## src/rtl/mtep_pkg.sv

```systemverilog
`timescale 1ns / 1ps
`default_nettype none

package mtep_pkg;

    // Result and internal field widths
    localparam int unsigned KindW  = 3;
    localparam int unsigned TickW  = 31;
    localparam int unsigned LenW   = 28;
    localparam int unsigned TempoW = 24;

    // Event kind codes
    typedef enum logic [KindW-1:0] {
        EV_NOTE_ON  = 3'd0,
        EV_NOTE_OFF = 3'd1,
        EV_TEMPO    = 3'd2,
        EV_TIME_SIG = 3'd3,
        EV_END      = 3'd4,
        EV_BAD      = 3'd5
    } t_event_kind;

    // Parser phases, one-hot
    typedef enum logic [8:0] {
        PH_DELTA  = 9'b000000001,
        PH_STATUS = 9'b000000010,
        PH_MTYPE  = 9'b000000100,
        PH_MLEN   = 9'b000001000,
        PH_MDATA  = 9'b000010000,
        PH_XLEN   = 9'b000100000,
        PH_XSKIP  = 9'b001000000,
        PH_DATA1  = 9'b010000000,
        PH_DATA2  = 9'b100000000
    } t_phase;

    // Status and meta type codes
    localparam logic [7:0] StatusMeta = 8'hFF;
    localparam logic [7:0] MetaTempo  = 8'h51;
    localparam logic [7:0] MetaTsig   = 8'h58;
    localparam logic [7:0] MetaEnd    = 8'h2F;
    localparam logic [3:0] NibSystem  = 4'hF;
    localparam logic [3:0] NibNoteOff = 4'h8;
    localparam logic [3:0] NibNoteOn  = 4'h9;
    localparam logic [3:0] NibProg    = 4'hC;
    localparam logic [3:0] NibChanPr  = 4'hD;

    localparam logic [TickW-1:0] TickMax = {TickW{1'b1}};

endpackage

`default_nettype wire

```

## src/rtl/midi_track_event_parser_top.sv

```systemverilog
// MIDI track event parser: one track byte per transaction.
// A result is registered on the output in the cycle after its byte is accepted.
// Throughput: one byte per cycle; the input stalls only while a held result
// is stalled by the receiver.
// Reset (i_rst_n, synchronous, active low) clears parser state and output valid.
`timescale 1ns / 1ps
`default_nettype none

module midi_track_event_parser_top (
    input  wire logic                         i_clk,
    input  wire logic                         i_rst_n,
    // input byte channel
    input  wire logic                         i_in_valid,
    output logic                              o_in_stall,
    input  wire logic [7:0]                   i_data_byte,
    input  wire logic                         i_track_start,
    // event channel
    output logic                              o_out_valid,
    input  wire logic                         i_out_stall,
    output logic [mtep_pkg::KindW-1:0]        o_event_kind,
    output logic [mtep_pkg::TickW-1:0]        o_event_tick,
    output logic [3:0]                        o_channel,
    output logic [6:0]                        o_note_key,
    output logic [6:0]                        o_note_velocity,
    output logic [mtep_pkg::TempoW-1:0]       o_tempo_usec,
    output logic [7:0]                        o_sig_numerator,
    output logic [7:0]                        o_sig_denom_log2
);

    // Parser state
    mtep_pkg::t_phase               r_phase, n_phase, c_phase;
    logic [mtep_pkg::LenW-1:0]      r_delta, n_delta, c_delta;
    logic [mtep_pkg::TickW-1:0]     r_tick, n_tick, c_tick;
    logic [7:0]                     r_rs, n_rs, c_rs;
    logic [7:0]                     r_meta, n_meta, c_meta;
    logic [mtep_pkg::LenW-1:0]      r_left, n_left, c_left;
    logic [6:0]                     r_first, n_first, c_first;
    logic [mtep_pkg::TempoW-1:0]    r_payload, n_payload, c_payload;
    logic [2:0]                     r_pidx, n_pidx, c_pidx;

    // Output register
    logic                           r_out_valid;
    mtep_pkg::t_event_kind          r_kind, n_kind;
    logic [mtep_pkg::TickW-1:0]     r_event_tick;
    logic [3:0]                     r_chan, n_chan;
    logic [6:0]                     r_key, n_key;
    logic [6:0]                     r_vel, n_vel;
    logic [mtep_pkg::TempoW-1:0]    r_tempo, n_tempo;
    logic [7:0]                     r_num, n_num;
    logic [7:0]                     r_den, n_den;
    logic                           n_fire;
    logic                           meta_done;

    logic                           accept;
    logic                           more;
    logic [mtep_pkg::LenW-1:0]      delta_sh;
    logic [mtep_pkg::LenW-1:0]      len_sh;
    logic [mtep_pkg::LenW-1:0]      add_val;
    logic [mtep_pkg::TickW:0]       tick_sum;
    logic [mtep_pkg::TickW-1:0]     tick_sat;

    // Handshake: take a byte unless a result is held and stalled
    assign o_in_stall = r_out_valid && i_out_stall;
    assign accept     = i_in_valid && !o_in_stall;
    assign more       = i_data_byte[7];

    // Track start clears state before the byte is parsed
    always_comb begin
        if (i_track_start) begin
            c_phase   = mtep_pkg::PH_DELTA;
            c_delta   = '0;
            c_tick    = '0;
            c_rs      = '0;
            c_meta    = '0;
            c_left    = '0;
            c_first   = '0;
            c_payload = '0;
            c_pidx    = '0;
        end else begin
            c_phase   = r_phase;
            c_delta   = r_delta;
            c_tick    = r_tick;
            c_rs      = r_rs;
            c_meta    = r_meta;
            c_left    = r_left;
            c_first   = r_first;
            c_payload = r_payload;
            c_pidx    = r_pidx;
        end
    end

    // Variable-length shifts and saturating tick add
    assign delta_sh = {c_delta[mtep_pkg::LenW-8:0], i_data_byte[6:0]};
    assign len_sh   = {c_left[mtep_pkg::LenW-8:0], i_data_byte[6:0]};
    assign add_val  = (c_phase == mtep_pkg::PH_STATUS)
                    ? {{(mtep_pkg::LenW-8){1'b0}}, i_data_byte} : delta_sh;
    assign tick_sum = {1'b0, c_tick}
                    + {{(mtep_pkg::TickW+1-mtep_pkg::LenW){1'b0}}, add_val};
    assign tick_sat = tick_sum[mtep_pkg::TickW] ? mtep_pkg::TickMax
                    : tick_sum[mtep_pkg::TickW-1:0];

    // Byte parser
    always_comb begin
        n_phase   = c_phase;
        n_delta   = c_delta;
        n_tick    = c_tick;
        n_rs      = c_rs;
        n_meta    = c_meta;
        n_left    = c_left;
        n_first   = c_first;
        n_payload = c_payload;
        n_pidx    = c_pidx;
        n_fire    = 1'b0;
        n_kind    = mtep_pkg::EV_NOTE_ON;
        n_chan    = '0;
        n_key     = '0;
        n_vel     = '0;
        n_tempo   = '0;
        n_num     = '0;
        n_den     = '0;
        meta_done = 1'b0;

        case (c_phase)
            mtep_pkg::PH_STATUS: begin
                if (more) begin
                    n_rs = i_data_byte;
                    if (i_data_byte == mtep_pkg::StatusMeta) begin
                        n_phase = mtep_pkg::PH_MTYPE;
                    end else if (i_data_byte[7:4] == mtep_pkg::NibSystem) begin
                        n_left  = '0;
                        n_phase = mtep_pkg::PH_XLEN;
                    end else begin
                        n_phase = mtep_pkg::PH_DATA1;
                    end
                end else if (c_rs == 8'd0) begin
                    // no earlier status: flag it, take byte as a delta
                    n_fire = 1'b1;
                    n_kind = mtep_pkg::EV_BAD;
                    n_tick = tick_sat;
                end else if (c_rs == mtep_pkg::StatusMeta) begin
                    n_meta  = i_data_byte;
                    n_left  = '0;
                    n_phase = mtep_pkg::PH_MLEN;
                end else if (c_rs[7:4] == mtep_pkg::NibSystem) begin
                    n_left  = {{(mtep_pkg::LenW-8){1'b0}}, i_data_byte};
                    n_phase = (i_data_byte == 8'd0) ? mtep_pkg::PH_DELTA
                                                    : mtep_pkg::PH_XSKIP;
                end else begin
                    n_first = i_data_byte[6:0];
                    n_phase = (c_rs[7:4] == mtep_pkg::NibProg ||
                               c_rs[7:4] == mtep_pkg::NibChanPr)
                            ? mtep_pkg::PH_DELTA : mtep_pkg::PH_DATA2;
                end
            end
            mtep_pkg::PH_MTYPE: begin
                n_meta  = i_data_byte;
                n_left  = '0;
                n_phase = mtep_pkg::PH_MLEN;
            end
            mtep_pkg::PH_MLEN: begin
                n_left = len_sh;
                if (!more) begin
                    n_payload = '0;
                    n_pidx    = '0;
                    if (len_sh == '0) begin
                        meta_done = 1'b1;
                    end else begin
                        n_phase = mtep_pkg::PH_MDATA;
                    end
                end
            end
            mtep_pkg::PH_MDATA: begin
                // first three payload bytes fill the word from the top
                case (c_pidx)
                    3'd0: begin
                        n_payload[23:16] = c_payload[23:16] | i_data_byte;
                        n_pidx = 3'd1;
                    end
                    3'd1: begin
                        n_payload[15:8] = c_payload[15:8] | i_data_byte;
                        n_pidx = 3'd2;
                    end
                    3'd2: begin
                        n_payload[7:0] = c_payload[7:0] | i_data_byte;
                        n_pidx = 3'd3;
                    end
                    default: begin
                        n_pidx = c_pidx;
                    end
                endcase
                n_left = c_left - {{(mtep_pkg::LenW-1){1'b0}}, 1'b1};
                if (c_left == {{(mtep_pkg::LenW-1){1'b0}}, 1'b1}) begin
                    meta_done = 1'b1;
                end
            end
            mtep_pkg::PH_XLEN: begin
                n_left = len_sh;
                if (!more) begin
                    n_phase = (len_sh == '0) ? mtep_pkg::PH_DELTA
                                             : mtep_pkg::PH_XSKIP;
                end
            end
            mtep_pkg::PH_XSKIP: begin
                n_left = c_left - {{(mtep_pkg::LenW-1){1'b0}}, 1'b1};
                if (c_left == {{(mtep_pkg::LenW-1){1'b0}}, 1'b1}) begin
                    n_phase = mtep_pkg::PH_DELTA;
                end
            end
            mtep_pkg::PH_DATA1: begin
                n_first = i_data_byte[6:0];
                n_phase = (c_rs[7:4] == mtep_pkg::NibProg ||
                           c_rs[7:4] == mtep_pkg::NibChanPr)
                        ? mtep_pkg::PH_DELTA : mtep_pkg::PH_DATA2;
            end
            mtep_pkg::PH_DATA2: begin
                n_phase = mtep_pkg::PH_DELTA;
                if (c_rs[7:4] == mtep_pkg::NibNoteOn) begin
                    n_fire = 1'b1;
                    n_kind = mtep_pkg::EV_NOTE_ON;
                    n_chan = c_rs[3:0];
                    n_key  = c_first;
                    n_vel  = i_data_byte[6:0];
                end else if (c_rs[7:4] == mtep_pkg::NibNoteOff) begin
                    n_fire = 1'b1;
                    n_kind = mtep_pkg::EV_NOTE_OFF;
                    n_chan = c_rs[3:0];
                    n_key  = c_first;
                end
            end
            default: begin
                // delta time, also any stray phase code
                if (more) begin
                    n_delta = delta_sh;
                    n_phase = mtep_pkg::PH_DELTA;
                end else begin
                    n_tick  = tick_sat;
                    n_delta = '0;
                    n_phase = mtep_pkg::PH_STATUS;
                end
            end
        endcase

        // Meta event complete
        if (meta_done) begin
            n_phase = mtep_pkg::PH_DELTA;
            if (c_meta == mtep_pkg::MetaTempo) begin
                n_fire  = 1'b1;
                n_kind  = mtep_pkg::EV_TEMPO;
                n_tempo = n_payload;
            end else if (c_meta == mtep_pkg::MetaTsig) begin
                n_fire = 1'b1;
                n_kind = mtep_pkg::EV_TIME_SIG;
                n_num  = n_payload[23:16];
                n_den  = n_payload[15:8];
            end else if (c_meta == mtep_pkg::MetaEnd) begin
                n_fire = 1'b1;
                n_kind = mtep_pkg::EV_END;
            end
        end
    end

    // State registers
    always_ff @(posedge i_clk) begin
        if (!i_rst_n) begin
            r_phase   <= mtep_pkg::PH_DELTA;
            r_delta   <= '0;
            r_tick    <= '0;
            r_rs      <= '0;
            r_meta    <= '0;
            r_left    <= '0;
            r_first   <= '0;
            r_payload <= '0;
            r_pidx    <= '0;
        end else if (accept) begin
            r_phase   <= n_phase;
            r_delta   <= n_delta;
            r_tick    <= n_tick;
            r_rs      <= n_rs;
            r_meta    <= n_meta;
            r_left    <= n_left;
            r_first   <= n_first;
            r_payload <= n_payload;
            r_pidx    <= n_pidx;
        end
    end

    // Output valid
    always_ff @(posedge i_clk) begin
        if (!i_rst_n) begin
            r_out_valid <= 1'b0;
        end else if (accept) begin
            r_out_valid <= n_fire;
        end else if (!i_out_stall) begin
            r_out_valid <= 1'b0;
        end
    end

    // Output payload, event tick is the tick before this byte's add
    always_ff @(posedge i_clk) begin
        if (accept && n_fire) begin
            r_kind       <= n_kind;
            r_event_tick <= c_tick;
            r_chan       <= n_chan;
            r_key        <= n_key;
            r_vel        <= n_vel;
            r_tempo      <= n_tempo;
            r_num        <= n_num;
            r_den        <= n_den;
        end
    end

    assign o_out_valid      = r_out_valid;
    assign o_event_kind     = r_kind;
    assign o_event_tick     = r_event_tick;
    assign o_channel        = r_chan;
    assign o_note_key       = r_key;
    assign o_note_velocity  = r_vel;
    assign o_tempo_usec     = r_tempo;
    assign o_sig_numerator  = r_num;
    assign o_sig_denom_log2 = r_den;

endmodule

`default_nettype wire
```

## config.mk

```make
export PLATFORM = sky130hd
export DESIGN_NAME = midi_track_event_parser_top
export DESIGN_NICKNAME = d
export VERILOG_FILES = /design/src/rtl/mtep_pkg.sv /design/src/rtl/midi_track_event_parser_top.sv
export SDC_FILE = /design/constraint.sdc
export NUM_CORES = 1
export LEC_CHECK = 0
export BUFFER_PORTS_ARGS = -buffer_cell sky130_fd_sc_hd__buf_4
export CELL_PAD_IN_SITES_DETAIL_PLACEMENT = 1
export CELL_PAD_IN_SITES_GLOBAL_PLACEMENT = 2
export CORE_ASPECT_RATIO = 0.8
export CORE_UTILIZATION = 34
export CTS_CLUSTER_SIZE = 10
export DETAILED_ROUTE_END_ITERATION = 6
export HOLD_SLACK_MARGIN = 0.06
export PLACE_DENSITY = 0.75
export SETUP_SLACK_MARGIN = 0.15
export SLEW_MARGIN = 0
export SYNTH_ARGS = -nofsm -noshare
export SYNTH_HDL_FRONTEND = slang
export SYNTH_SLANG_ARGS = --single-unit
```

## constraint.sdc

```tcl
create_clock -name i_clk -period 7.6 [get_ports i_clk]
set_input_delay 0 -clock i_clk [delete_from_list [all_inputs] [get_ports i_clk]]
set_output_delay 0 -clock i_clk [all_outputs]
set_load 0.01 [all_outputs]
```

After elaboration in Yosys (flattened, before gate mapping):

Cells that the tools add are included.

* eq/ne operators: 23
* bitwise logic cells: 5
* multiplexer cells: 87
* reductions and logical operators: 16
* $add $sub $neg: 2

Operators by type and width (number)
* two-way mux 28 bit: 8
* two-way mux 31 bit: 5
* one-hot mux 28 bit (4 select lines): 1
* two-way mux 9 bit: 11
* two-way mux 8 bit: 12
* one-hot mux 9 bit (8 select lines): 1
* two-way mux 21 bit: 3
* two-way mux 7 bit: 9
* one-hot mux 31 bit (2 select lines): 1
* two-way mux 24 bit: 2
* one-hot mux 24 bit (2 select lines): 1
* adder 31 x 28 -> 32 bit: 1
* equality test 28 x 1 -> 1 bit (second input constant): 1
* zero test 28 bit: 1
* subtractor 28 x 1 -> 28 bit (second input constant): 1
* equality test 4 bit (second input constant): 6
* two-way mux 3 bit: 8
* OR 8 bit: 3
* equality test 8 x 7 -> 1 bit (second input constant): 2
* equality test 8 bit (second input constant): 2
* zero test 8 bit: 2
* one-hot mux 8 bit (2 select lines): 1
* two-way mux 1 bit: 15
* one-hot mux 7 bit (2 select lines): 1
* 27 further kinds: 35

* word-level logic and storage cells: 151
* bits in registers: 232
* bits of input ports: 13
* output and inout bits: 94

Depth between registers and ports, before layout:

* depth after elaboration: 10
* mapped depth: 18
* depth with buffers taken out: 13

Worst setup path before layout:

OpenSTA, ideal clock, no wires.

* path type: reg2reg
* from: register r_left[9] (netlist name)
* to: register r_chan[0], in the netlist o_channel[0], enable pin
* data required time: 7.002 ns
* stages on the path, launching flop included: 10
* library setup time: 0.598 ns
* clock period less this slack: 7.756 ns
* path buffers: 2
* slack: -0.156 ns
* data arrival time: 7.158 ns
* cells stage by stage: dfxtp_1 > buf_2 > or4_4 > o21a_4 > nor4_4 > a22oi_2 > nor3_2 > nand3b_1 > buf_4 > a31oi_1

* word-level cells in the longest chain between the ends: 7
* elaborated cells between the ends (all ways): 9
* classes of those cells: eq/ne: 1; mux: 6; reduce/logical: 2

Ends and longest elaborated chain
* start, declared: line midi_track_event_parser_top.sv:36 `logic [mtep_pkg::LenW-1:0] r_left, n_left, c_left;`
* start signal, assigned: line midi_track_event_parser_top.sv:280 `r_left <= n_left;`
* two-way mux 28 bit *: line midi_track_event_parser_top.sv:69 `if (i_track_start) begin`
* zero test 28 bit: line midi_track_event_parser_top.sv:165 `if (len_sh == '0) begin`
* two-way mux 1 bit: line midi_track_event_parser_top.sv:165
* two-way mux 1 bit: line midi_track_event_parser_top.sv:162 `if (!more) begin`
* one-hot mux 1 bit (2 select lines) *: line midi_track_event_parser_top.sv:123 `case (c_phase)`
* two-way mux 1 bit *: line midi_track_event_parser_top.sv:244 `if (meta_done) begin`
* logical AND 1 bit *: line midi_track_event_parser_top.sv:300 `if (accept && n_fire) begin`
* end signal, assigned: line midi_track_event_parser_top.sv:303 `r_chan <= n_chan;`
* end, declared: line midi_track_event_parser_top.sv:45 `logic [3:0] r_chan, n_chan;`

Every way passes the cells marked *; elsewhere a longest branch is shown, timed or not.
A chain may end at the register's enable or synchronous reset.

Worst setup path in the final report:

* from: register r_left[22] (netlist name)
* to: register r_event_tick (netlist bit o_event_tick[4]), enable pin

* word-level cells in the longest chain between the ends: 6

Ends and longest elaborated chain
* two-way mux 28 bit: line midi_track_event_parser_top.sv:69
* equality test 28 x 1 -> 1 bit: line midi_track_event_parser_top.sv:192 `if (c_left == {{(mtep_pkg::LenW-1){1'b0}}, 1'b1}) begin`
* two-way mux 1 bit: line midi_track_event_parser_top.sv:192
* one-hot mux 1 bit (2 select lines): line midi_track_event_parser_top.sv:123
* two-way mux 1 bit: line midi_track_event_parser_top.sv:244
* logical AND 1 bit: line midi_track_event_parser_top.sv:300
* end signal, assigned: line midi_track_event_parser_top.sv:302 `r_event_tick <= c_tick;`
* end, declared: line midi_track_event_parser_top.sv:44 `logic [mtep_pkg::TickW-1:0] r_event_tick;`

Every way passes these cells.

==> summary.md <==
| Metric | Value |
|---|---|
| Post-synth top area share | `between 20% and 30%` |
| Leakage | `5.39 nW` |
| Worst min-delay path category | `in2reg` |
| Area of the multi-input gates | `6590 µm²` |
| Routed WL per cell | `about 21 µm` |
| RR Startpoint | `r_left[22]` |
| Arrival time worst endpoint | `4990 ps` |
| CTS sink count | `232` |
| Global-route wire length before repair | `66200 µm` |
| Mean area per synthesized cell | `8.87 µm²` |
| Final worst setup slack | `roughly 2800 ps` |
| Clk root buf | `clkbuf_16` |
| Number of fill cells in the layout | `around 4200` |
| Ports | `107` |
| RSZ-0062 raised after global routing | `no` |
| Max-slew violations | `0` |
| Hold-fix buffers, CTS | `11` |
| Number of global-route vias before repair | `11087` |
| Seq/Total Area, Yosys | `44.0%` |
| Worst-path fanout max | `47` |
| Pre-CTS setup slack | `2650 ps` |
| Relative slew slack | `roughly a quarter` |
| CP Capture Type | `register` |
| Total global-route track usage | `22.2%` |
| Max_cap viols | `0` |
| Clk pin slew, worst setup/hold paths | `around 70 ps` |
| Min-delay src | `i_track_start` |
| TNS Setup | `0 ps` |
| Layout Nets | `1532` |
| Vias | `11167` |
| Post CTS Setup Buffer Count | `0` |
| Die Y | `roughly 170 µm` |
| Initial antenna violation count | `1` |
| Initial DRC count | `907` |
| Outcome | `completed` |
| R2R cell count | `9` |
| 1st-pass router iterations | `7` |
| Yosys top cell by area | `dfxtp_1` |
| Final Cycle Share | `63.1%` |
| CTS tree | `done` |
| Hold Path Stages | `5` |
| Async SR Flop Fraction | `0%` |
| Starting Density | `a little over a third` |
| Fin cells | `1989` |
| Vias/cell | `approximately 5.6` |
| Clock latency at the later pin of the worst-skew pair | `580 ps` |
| Largest stage delay, worst path | `860 ps` |
| WS Path Type | `reg2reg` |
| Largest net degree at the start of global routing | `71` |
| Transition time of the tightest slew-check pin | `1140 ps` |
| Hold Slack | `108 ps` |
| Die area | `around 38000 µm²` |
| Synth warn | `0` |
| Maximum root-to-sink buffer count | `3` |
| Setup Skew | `33.0 ps` |
| Number of flops mapped to enable cells by yosys | `92` |
| Core Box Area | `between 30000 and 40000 µm²` |
| Proportion of layout cells with a drive suffix above 1 | `12.9%` |
| PnR Total Power | `2.78 mW` |
| Design Area, Final | `between 10000 and 15000 µm²` |
| Placed Cells | `between 1500 and 2000` |
| Cell Pwr Density | `approximately 190 nW/µm²` |
| GR Overflow Total | `0` |
| R2R Setup Slk | `2800 ps` |
| Slowest cell on crit path | `a31oi_4` |
| Largest cells by area after synthesis | `dfxtp_1 (22%), edfxtp_1 (22%), nor2b_1 (4.4%), a21oi_1 (4.2%), a22oi_1 (4.2%)` |
| Final setup vio count | `0` |
| Final HPWL DP | `28300 µm` |
| Startpoint Class | `register` |
| Worst path cell trace | `nor4_1 > o21ai_0 > nor4_1 > buf_4 > a22oi_2 > nor3_2 > nand3b_1 > a31oi_4 > buf_4` |
| Final hold vios | `0` |
| Core Util, Final | `40.6%` |
| # resized after CTS | `0` |
| Syn Inst Count | `1425` |
| Total CTS buffers | `28` |
| Register Area | `5570 µm²` |
| Post-synth top cells | `dfxtp_1 (140), nand2_1 (128), a21oi_1 (107)` |
| GP Congestion | `0.836` |
| ANT nets after route | `0` |
| Main synth FF type | `dfxtp_1` |
| H-tree depth | `1` |
| Most common cell in the netlist | `dfxtp_1` |
| Port bufs | `106` |
| Worst endpoint required time | `7790 ps` |
| Reg-to-Reg End | `o_event_tick[4]` |
| Final WL | `42500 µm` |
| FMAX | `between 0.2 and 0.25 GHz` |
| Mapped cell area | `12600 µm²` |
| Library cells used by synthesis | `85` |
| Flops & latches, synth | `232` |
| Placed instance area | `13800 µm²` |
| Syn_nets | `1470` |
| Chip width | `218 µm` |
| IR Drop Worst-Case VDD | `0.154 mV` |
| DRC Markers | `0` |
| Hold Crit Endpoint | `r_left[6]` |
| Layout area overhead | `16.5%` |
| Row count | `62` |
| Crit path time final | `4800 ps` |
placed cells by master, fill, tap and decap left out, types with 9 or more instances in the layout:
master	instances
dfxtp_1	140
nand2_1	128
buf_4	123
a21oi_1	107
o21ai_0	103
nor2_1	102
edfxtp_1	92
nor2b_1	89
a22oi_1	71
nand3_1	39
nor3_1	38
and3_1	36
ha_1	31
and2_1	29
clkbuf_16	28
inv_1	22
xnor2_1	22
a31oi_1	21
o211ai_1	19
a21boi_0	18
clkbuf_1	17
nor4_1	14
o21a_1	14
a21o_1	14
nand4_1	13
nand2b_1	13
a21boi_1	11
dlygate4sd3_1	11
a211oi_1	9
cell families (layout without fill, tap and decap cells):
group,after synthesis,in the layout,synth area share [%]
multiplexers,1,1,0.0792
XOR/XNOR,30,30,2.08
adder cells (fa/ha/maj),32,32,3.23
buffers and inverters,124,207,4.11
AO/OA/AOI/OAI,450,450,23.2
AND/OR/NAND/NOR,556,556,23.3
flip-flops,232,232,44.0
other,0,1,0
area by class of cell:
type / count / area share, %
Clock inverter: 4 / 0.382
Timing Repair Buffer: 134 / 7.02
Antenna cell: 1 / 0.0170
Inverter: 22 / 0.561
Clock buffer: 47 / 5.38
Tap cell: 480 / 4.08
Sequential cell: 232 / 37.8
Multi-Input combinational cell: 1069 / 44.8
how the worst max path moves through the flow:
| stage | startpoint | endpoint | slack, ps | cells after the start |
|---|---|---|---|---|
| 2_1_floorplan | r_left[9] | o_channel[0] | 2100 | 9 |
| 3_3_place_gp | i_track_start | o_event_tick[29] | 2890 | 14 |
| 3_5_place_dp | i_track_start | o_event_tick[29] | 2650 | 14 |
| 4_1_cts | r_left[22] | o_event_tick[25] | 2860 | 9 |
| 5_1_grt | r_left[4] | o_event_tick[21] | 2490 | 8 |
| 6_report | r_left[22] | o_event_tick[4] | 2800 | 9 |
critical path, delay by kind of cell, from the launching register on:
kind	cells	cell delay, ps
AO/OA/AOI/OAI	3	1140
buffers and inverters	2	830
AND/OR/NAND/NOR	4	2010
flip-flops	1	370
power by group:
group / total (mW) / internal (mW) / switching [mW]
Combinational: 0.195 / 0.0574 / 0.137
Clock: 1.28 / 0.738 / 0.540
Sequential: 1.31 / 1.30 / 0.00932
state kept, by name, summed over array words and instances (netlist names), 8 cells and up:
register and count:
r_meta 8, r_payload 24, r_tick 31, r_rs 8
o_sig_denom_log2 8, r_phase 9, o_event_tick 31, r_delta 21
r_left 28, o_sig_numerator 8, o_tempo_usec 24
layer usage:
metal / wire length, µm / share of wire [%] / vias to the layer above / GRT usage (%)
met5: 0 / 0 / - / 0
met4: 770 / 1.8 / 0 / 4.96
met3: 1940 / 4.6 / 52 / 2.71
met2: 17900 / 42 / 267 / 33.0
met1: 21800 / 51 / 5492 / 34.0
li1: - / - / 5356 / -
Power figures use the tool's default switching activity.
